===== src/csc_pkg.sv =====
// Shared types and constants for the clipped stamp compositor.
// No dependencies; every file but the two channel interfaces imports this package.
package csc_pkg;

  typedef enum logic [1:0] {
    OP_ADD   = 2'd0,
    OP_BLANK = 2'd1,
    OP_READ  = 2'd2
  } op_t;

  localparam logic CFG_IMAGE_WIDTH  = 1'b0;
  localparam logic CFG_IMAGE_HEIGHT = 1'b1;

  localparam logic [7:0] IMAGE_SIZE_RESET = 8'd128;

  localparam logic signed [31:0] PIX_MAX = 32'sh7FFF_FFFF;
  localparam logic signed [31:0] PIX_MIN = 32'sh8000_0000;

  // Controller to datapath
  typedef struct packed {
    logic ld_in;     // capture the input beat
    logic ld_addr;   // register target address, hit flag and product
    logic ld_rd;     // read the frame store, register rounded term
    logic ld_out;    // update pixel, load the output register
    logic clr_step;  // write zero at the clear counter and advance
  } csc_cmd_t;

  // Datapath to controller
  typedef struct packed {
    logic clr_last;  // clear counter at the last entry
    logic out_busy;  // output register holds a beat not taken this cycle
  } csc_sts_t;

endpackage


===== src/csc_ctrl.sv =====
// Controller of the clipped stamp compositor: clearing pass, then a
// four-step sequence per item. Depends on csc_pkg.
module csc_ctrl
  import csc_pkg::*;
(
  input  logic     clk,
  input  logic     rst_n,
  input  logic     in_valid,
  output logic     in_ready,
  input  csc_sts_t sts,
  output csc_cmd_t cmd
);

  typedef enum logic [2:0] {
    S_CLEAR,
    S_IDLE,
    S_ADDR,
    S_RD,
    S_MOD
  } state_t;

  state_t state_r, state_nxt;

  always_ff @(posedge clk) begin
    if (!rst_n) begin
      state_r <= S_CLEAR;
    end else begin
      state_r <= state_nxt;
    end
  end

  always_comb begin
    state_nxt = state_r;
    cmd       = '0;
    in_ready  = 1'b0;
    unique case (state_r)
      S_CLEAR: begin
        cmd.clr_step = 1'b1;
        if (sts.clr_last) state_nxt = S_IDLE;
      end
      S_IDLE: begin
        in_ready   = 1'b1;
        cmd.ld_in  = in_valid;
        if (in_valid) state_nxt = S_ADDR;
      end
      S_ADDR: begin
        cmd.ld_addr = 1'b1;
        state_nxt   = S_RD;
      end
      S_RD: begin
        // re-read while the previous result still waits; reads are harmless
        cmd.ld_rd = 1'b1;
        if (!sts.out_busy) state_nxt = S_MOD;
      end
      S_MOD: begin
        cmd.ld_out = 1'b1;
        state_nxt  = S_IDLE;
      end
      default: state_nxt = S_CLEAR;
    endcase
  end

  a_no_out_overrun: assert property (@(posedge clk) disable iff (!rst_n)
    !(cmd.ld_out && sts.out_busy))
    else $error("output register overwritten while a beat waits");

  a_one_in_flight: assert property (@(posedge clk) disable iff (!rst_n)
    cmd.ld_in |=> !in_ready)
    else $error("second item accepted while one is in flight");

  a_clear_blocks_input: assert property (@(posedge clk) disable iff (!rst_n)
    cmd.clr_step |-> !in_ready && !cmd.ld_out)
    else $error("item activity during the clearing pass");

endmodule


===== config.mk =====
export PLATFORM = sky130hd
export DESIGN_NAME = csc_ctrl
export DESIGN_NICKNAME = d
export VERILOG_FILES = /design/src/csc_pkg.sv /design/src/csc_ctrl.sv
export SDC_FILE = /design/constraint.sdc
export NUM_CORES = 1
export LEC_CHECK = 0
export BUFFER_PORTS_ARGS = -buffer_cell sky130_fd_sc_hd__buf_2
export CAP_MARGIN = 30
export CORE_AREA = 3 3 40 42
export DETAILED_ROUTE_END_ITERATION = 16
export DIE_AREA = 0 0 43 45
export HOLD_SLACK_MARGIN = 0.02
export PLACE_DENSITY = 0.4
export SETUP_SLACK_MARGIN = 0.3
export SLEW_MARGIN = 20
export SYNTH_ARGS = -nofsm -noshare
export SYNTH_HDL_FRONTEND = slang
export SYNTH_SLANG_ARGS = --single-unit

===== constraint.sdc =====
create_clock -name clk -period 2.4 [get_ports clk]
set_input_delay 0.24 -clock clk [delete_from_list [all_inputs] [get_ports clk]]
set_output_delay 0.24 -clock clk [all_outputs]
set_load 0.05 [all_outputs]

Word level (Yosys, flattened, before mapping)
Cells that the tools add are included.
{"block": "word_totals", "register_bits": 3, "out_inout_bits": 6, "word_cells": 20}
{"block": "classes", "eq_ne": 7, "mux": 10, "reduce_logical": 2}
{"op": "3-bit one-hot mux with 5 select lines", "n": 1}
{"op": "3-bit two-way mux", "n": 3}
{"op": "3-bit by 2-bit == test with 1-bit output, second input constant", "n": 2}
{"op": "1-bit two-way mux", "n": 6}
{"op": "2-bit != test, second input constant", "n": 3}
{"op": "3-bit by 1-bit == test with 1-bit output, second input constant", "n": 1}
{"op": "3-bit == test, second input constant", "n": 1}
{"op": "3-bit logical NOT", "n": 1}
{"op": "3-bit AND reduction", "n": 1}

Logic depth before layout (Yosys ltp)
Gate-level depths: netlist of run 1.
{"block": "depth", "word_depth": 3, "depth_mapped": 4, "ltp_nobuf": 3}

Worst setup path before layout of run 1
OpenSTA, ideal clock, no wires.
{"block": "synth_path", "path_type": "register to output", "from": "register state_r[0]", "to": "output port cmd[4] in the netlist's numbering", "arrival_ns": 1.674, "required_time_ns": 2.160, "setup_slack_ns": 0.486, "stages_incl_launch_ff": 3, "n_path_buf": 0, "path_cell_list": "dfxtp_1 -> nor3b_2 -> and2_1"}
{"item": "from (decl)", "line_no": "csc_ctrl.sv:22", "rtl": "state_t state_r, state_nxt;"}
{"item": "from (signal assigned)", "line_no": "csc_ctrl.sv:28", "rtl": "state_r <= state_nxt;"}
{"item": "to (decl)", "line_no": "csc_ctrl.sv:11", "rtl": "output csc_cmd_t cmd"}

==> summary.md, run 1 <==
### Yosys
- cell accounting for the most synthesized area: dfxtp_1
- cell types occupying the most area after synthesis: dfxtp_1 (31%), and3b_1 (8.9%), nor3b_1 (7.6%), nor3b_2 (6.4%), buf_6 (5.7%)
- synthesized netlist cell count: 22
- number of distinct library cells after synthesis: 16
- share of synthesized registers carrying an async set or reset: 0%
- count of flip-flops with a built-in enable after synthesis: 0
- netlist area before placement: 196 µm²
- synthesized area divided by synthesized cell count: 8.93 µm²
- Yosys warning total: 0
- flip-flop and latch count after synthesis: 3
- part of the Yosys area used for sequential elements: 30.6%
- post-synthesis net count: 27
- main flop type after synthesis: dfxtp_1
- portion of synthesized cell area occupied by the leading cell type: 30.6%

### Floorplan
- die width: 43 µm
- boundary pin count: 11
- number of placement rows: 13
- Starting Density: 15.3%
- Chip Height: 45 µm
- area enclosed by the die boundary: 1940 µm²
- total core area: 1280 µm²

### GRT
- total overflow reported by the global router: 0
- number of global-route vias before repair: 200
- first-pass GRT wire length: 772 µm
- largest net degree at the start of global routing: 11
- antenna violations before repair: 0
- total track usage: 5.74%

### Critical path
- critical register-to-register path startpoint: state_r[1]
- Critical Path Start Type: register
- worst endpoint required time: 2.16 ns
- worst path arrival time: 1.31 ns
- CP Launch Point: state_r[0]
- critical path endpoint category: output port
- largest fanout on the critical path: 9
- critical setup path kind: reg -> out
- internal reg-to-reg setup slack: 1.37 ns

### STA
- final worst slack: 0.849 ns
- RSZ-0062 raised after global routing: no
- worst clock skew: 0.00157 ns
- tightest hold margin: 0.244 ns
- Highest Clock Rate: 645 MHz
- slew at the pin closest to its max-slew limit: 0.327 ns
- Fin. Hold Viols: 0
- sum of negative setup slack: 0 ns
- Final setup violation count: 0
- shortest clock period the worst path allows after layout: 1.55 ns
- relative slew slack: 78.2%
- Pins Over Slew Limit: 0
- portion of the clock cycle consumed by the worst path in the final layout: 64.6%

### Drt
- wire length per cell after detailed routing: 9.44 µm
- Final Routed Wirelength: 472 µm
- number of vias in the routed layout: 203
- via count normalized by instance count: 4.06
- Post-DRT Antenna Nets: 0
- detailed router's first-iteration violation count: 4
- number of detailed-routing iterations run before antenna repair: 4
- final routed DRC violation total: 0

### Clock tree
- count of cells resized by post-cts repair: 0
- level count of the clock H-tree: 1
- CTS Root Cell: clkbuf_4
- clock buffers created by TritonCTS: 3
- clock net sink count: 3
- clock slew at reported path FFs: 0.04 ns
- hold bufs inserted after CTS: 0
- clk buf depth: 2
- insertion delay to the later sink of the worst-skew pair: 0.23 ns
- TritonCTS clock tree: built
- post-CTS setup buffer count: 0

### Run
- max-cap viol count: 0

### Pwr
- power per unit of standard cell area: 726 nW/µm²
- leakage power: 0.143 nW
- maximum resistive drop on vdd: 0.180 mV

### Placement
- number of I/O port buffers: 10
- global placement routability congestion: 0.695
- pre-CTS setup slack: 1.11 ns
- placed wire-length estimate after detailed placement: 334 µm

### Finish
- share of cells above drive strength 1: 42.9%
- number of flip-flops under the largest register name: 3
- count of fill cells added during filler insertion: 140
- Most flops, register: state_r
- signed area change from the synthesized netlist to the final layout: 42.7%
- Diodes inserted: 0
- largest registers: state_r x3
- number of nets in the finished design: 41

### Min path
- Hold Startpoint: rst_n
- class of the most critical hold timing path: in -> reg

### Run status
- outcome: finished, final reports clean

==> cells in the mapped netlist, types with 2 or more instances <==
library cell	number
inv_1	3
and3b_1	2
nor3b_1	2
dfxtp_1	3
==> cell type report <==
class	count	area, µm²	share of cell area (%)
Inverter	3	11.3	4.02
Timing Repair Buffer	10	50.0	17.9
Tap cell	15	18.8	6.70
Multi-Input combinational cell	15	114	40.6
Sequential cell	3	60.1	21.4
Clock buffer	4	26.3	9.37
==> cells by family after synthesis <==
| family | share of synthesized area (%) |
|---|---|
| AND/OR/NAND/NOR | 43.3 |
| buffers and inverters | 11.5 |
| AO/OA/AOI/OAI | 9.55 |
| flip-flops | 30.6 |
| multiplexers | 5.10 |
==> layout by cell type (no fill, tap or decap), drive strengths merged <==
cell	synthesis	routed
buf	1	10
clkbuf	0	4
nor3b	3	3
a21oi	1	1
o21ai	1	1
a221oi	1	1
dfxtp	3	3
nor3	2	2
and3b	2	2
mux2i	1	1
nand2b	1	1
nand2	1	1
nor4b	1	1
inv	3	3
and2	1	1
==> routing by layer <==
metal  share of wire, %  global-route usage, %
met1                 40                   4.80
met2                 54                   9.88
met3                5.1                   1.59
met4                  0                   7.23
met5                  0                      0
==> critical path, cell delays in order (launching register included) <==
cell	delay [ns]
dfxtp_1	0.47
nor3b_2	0.22
and2_1	0.13
buf_2	0.25
==> power breakdown <==
group | internal, mW | switching, mW | leakage (nW)
logic | 0.0163 | 0.0359 | 0.103
registers | 0.0533 | 0.00749 | 0.0246
clock network | 0.0624 | 0.0281 | 0.0150
total | 0.132 | 0.0715 | 0.143
==> through the flow <==
stage,area (µm²),power (mW),utilization [%],cells
2_1_floorplan,196,0.103,-,22
3_3_place_gp,254,0.114,19.8,46
3_5_place_dp,254,0.114,19.8,46
4_1_cts,280,0.208,21.8,50
5_1_grt,280,0.212,21.8,50
6_report,280,0.204,21.8,50
==> worst paths after layout <==
path                      to  cells past startpoint
setup / recovery      cmd[4]                      3
setup reg to reg  state_r[1]                      3
hold / removal    state_r[0]                      3
hold reg to reg   state_r[2]                      2
(Power assumes the default switching activity.)
==> run 2, diff against run 1 <==
--- a/config.mk
+++ b/config.mk
@@ -11,7 +11,7 @@
 export DETAILED_ROUTE_END_ITERATION = 16
 export DIE_AREA = 0 0 43 45
 export HOLD_SLACK_MARGIN = 0.02
-export PLACE_DENSITY = 0.4
+export PLACE_DENSITY = 0.41
 export SETUP_SLACK_MARGIN = 0.3
 export SLEW_MARGIN = 20
 export SYNTH_ARGS = -nofsm -noshare
==> constraint.sdc (replaced) <==
create_clock -name clk -period 1.4 [get_ports clk]
set_input_delay 0.14 -clock clk [delete_from_list [all_inputs] [get_ports clk]]
set_output_delay 0.14 -clock clk [all_outputs]
set_load 0.05 [all_outputs]
==> summary.md, run 2 (synthesized netlist as in run 1, its figures left out) <==
### Finish
- number of flip-flops under the largest register name: 3, unchanged
- share of cells above drive strength 1: 60.5%, +18 points
- count of fill cells added during filler insertion: 145, +3.6%
- signed area change from the synthesized netlist to the final layout: 88.5%
- most common cell after layout, fill and taps aside: buf_2
- area occupied by multi-input gates: 139 µm², +22%
- commonest cells after routing, fill and taps aside: buf_2 (5), buf_6 (4), inv_1 (3), clkbuf_4 (3), dfxtp_4 (3)
- Diodes inserted: 0, unchanged
- Reg area: 71.3 µm², +19%
- largest registers: state_r x3
- number of nets in the finished design: 44, +7.3%
- final std cells w/o fill: 53, +6.0%
- Most flops, register: state_r

### Critical path
- Critical Path Start Type: register
- worst endpoint required time: 1.26 ns, -0.90 ns
- crit-path cells: nor3b_4 > and2_4 > buf_8
- critical path endpoint category: output port
- worst path arrival time: 1.11 ns, -0.20 ns
- CP Launch Point: state_r[1]
- critical setup path kind: reg -> out
- largest fanout on the critical path: 6, -3
- largest delay contributor family on the critical path: flip-flops
- critical register-to-register path startpoint: state_r[1]
- count of buffer and inverter cells on the critical path: 1, unchanged
- Crit-path slowest cell: dfxtp_4
- Critical Path Max Stage Delay: 0.37 ns, -0.10 ns

### Run status
- outcome: finished, final reports clean

### Clock tree
- TritonCTS clock tree: built
- clock slew at reported path FFs: 0.04 ns, about the same
- clk buf depth: 2, unchanged
- clock buffers created by TritonCTS: 3, unchanged
- insertion delay to the later sink of the worst-skew pair: 0.24 ns, about the same
- CTS Root Cell: clkbuf_4
- clock net sink count: 3, unchanged
- hold bufs inserted after CTS: 0, unchanged
- level count of the clock H-tree: 1, unchanged

### GRT
- total overflow reported by the global router: 0, unchanged
- antenna violations before repair: 0, unchanged
- number of global-route vias before repair: 225, +13%
- first-pass GRT wire length: 966 µm, +25%
- total track usage: 7.33%, +1.6 points
- largest net degree at the start of global routing: 9, -2

### STA
- Fin. Hold Viols: 0, unchanged
- tightest hold margin: 0.152 ns, -0.0923 ns
- sum of negative setup slack: 0 ns, unchanged
- portion of the clock cycle consumed by the worst path in the final layout: 89.1%
- Highest Clock Rate: 801 MHz
- worst clock skew: 0.00489 ns, +0.00332 ns
- shortest clock period the worst path allows after layout: 1.25 ns
- RSZ-0062 raised after global routing: yes
- relative slew slack: 81.0%, +2.9 points
- Final setup violation count: 0, unchanged
- Pins Over Slew Limit: 0, unchanged
- slew at the pin closest to its max-slew limit: 0.281 ns, -0.0465 ns
- final worst slack: 0.152 ns, -0.697 ns

### Pwr
- leakage power: 0.172 nW, +20%
- switching share of power: 34.5%, -0.65 points
- maximum resistive drop on vdd: 0.365 mV, +100%
- total power: 385 µW, +89%
- Comb pwr share: 33.2%, +7.6 points
- power per unit of standard cell area: 1040 nW/µm², +43%
- switching power: 133 µW, +86%
- clock share of power: 40.3%, -4.2 points
- design internal power: 252 µW, +91%
- sequential share of power: 26.5%, -3.4 points

### Floorplan
- Chip Height: 45 µm, unchanged
- area enclosed by the die boundary: 1940 µm², unchanged
- die width: 43 µm, unchanged
- Starting Density: 15.3%, unchanged
- boundary pin count: 11, unchanged
- number of placement rows: 13, unchanged
- total core area: 1280 µm², unchanged

### Min path
- class of the most critical hold timing path: in -> reg
- Hold Startpoint: rst_n

### Drt
- via count normalized by instance count: 4.15, +2.2%
- Post-DRT Antenna Nets: 0, unchanged
- wire length per cell after detailed routing: 11.6 µm, +23%
- Final Routed Wirelength: 614 µm, +30%
- number of detailed-routing iterations run before antenna repair: 2, -2
- detailed router's first-iteration violation count: 2, -2
- number of vias in the routed layout: 220, +8.4%
- final routed DRC violation total: 0, unchanged

### Placement
- number of placed cells counting well taps: 46, unchanged
- number of I/O port buffers: 10, unchanged
- global placement routability congestion: 0.675, -2.9%
- pre-CTS setup slack: 0.161 ns, -0.948 ns

### Run
- max-cap viol count: 0, unchanged

[run 2: routing by layer]
layer	GRT usage [%]	vias to the layer above	part of all wire, %
met2	10.5	7	54
met1	7.71	104	42
li1	-	109	-
met3	1.20	0	4.1
met4	10.8	0	0
met5	0	-	0
[run 2: what timing repair did]
item                                    in CTS  in global routing
pin swaps                                    1                  1
cloned                                       0                  0
gates resized for setup                     13                  1
hold endpoints to repair                     0                  0
endpoints found under the setup margin       6                  8
setup buffers                                2                  1
[run 2: stage by stage]
stage | instance area (µm²) | utilization [%]
after floorplan | 226 | -
final | 370 | 28.8
after global placement | 284 | 22.1
after global routing | 370 | 28.8
after detailed placement | 284 | 22.1
after CTS | 359 | 27.9
[run 2: layout make-up]
type	count	share of cell area, %
Timing Repair Buffer	13	28.0
Sequential cell	3	19.3
Multi-Input combinational cell	15	37.5
Inverter	3	3.04
Tap cell	15	5.07
Clock buffer	4	7.09
[run 2: power by group through the flow]
stage	Clock (mW)	Sequential, mW	Combinational [mW]
after floorplan	0	0.102	0.0882
after global placement	0	0.110	0.0982
after detailed placement	0	0.111	0.0984
after CTS	0.161	0.105	0.120
after global routing	0.171	0.104	0.135
final	0.155	0.102	0.128
[run 2: path summary, 6_finish.rpt]
| check | end | slack (ns) | cells past startpoint |
|---|---|---|---|
| min | state_r[0] | 0.15 | 3 |
| max reg2reg | state_r[0] | 0.30 | 4 |
| min reg2reg | state_r[1] | 0.51 | 1 |
| max | cmd[4] | 0.15 | 3 |
[run 2: tightest hold or removal path, cell delays in order]
cell	delay, ns
buf_2	0.11
nand2_1	0.05
a221oi_1	0.04
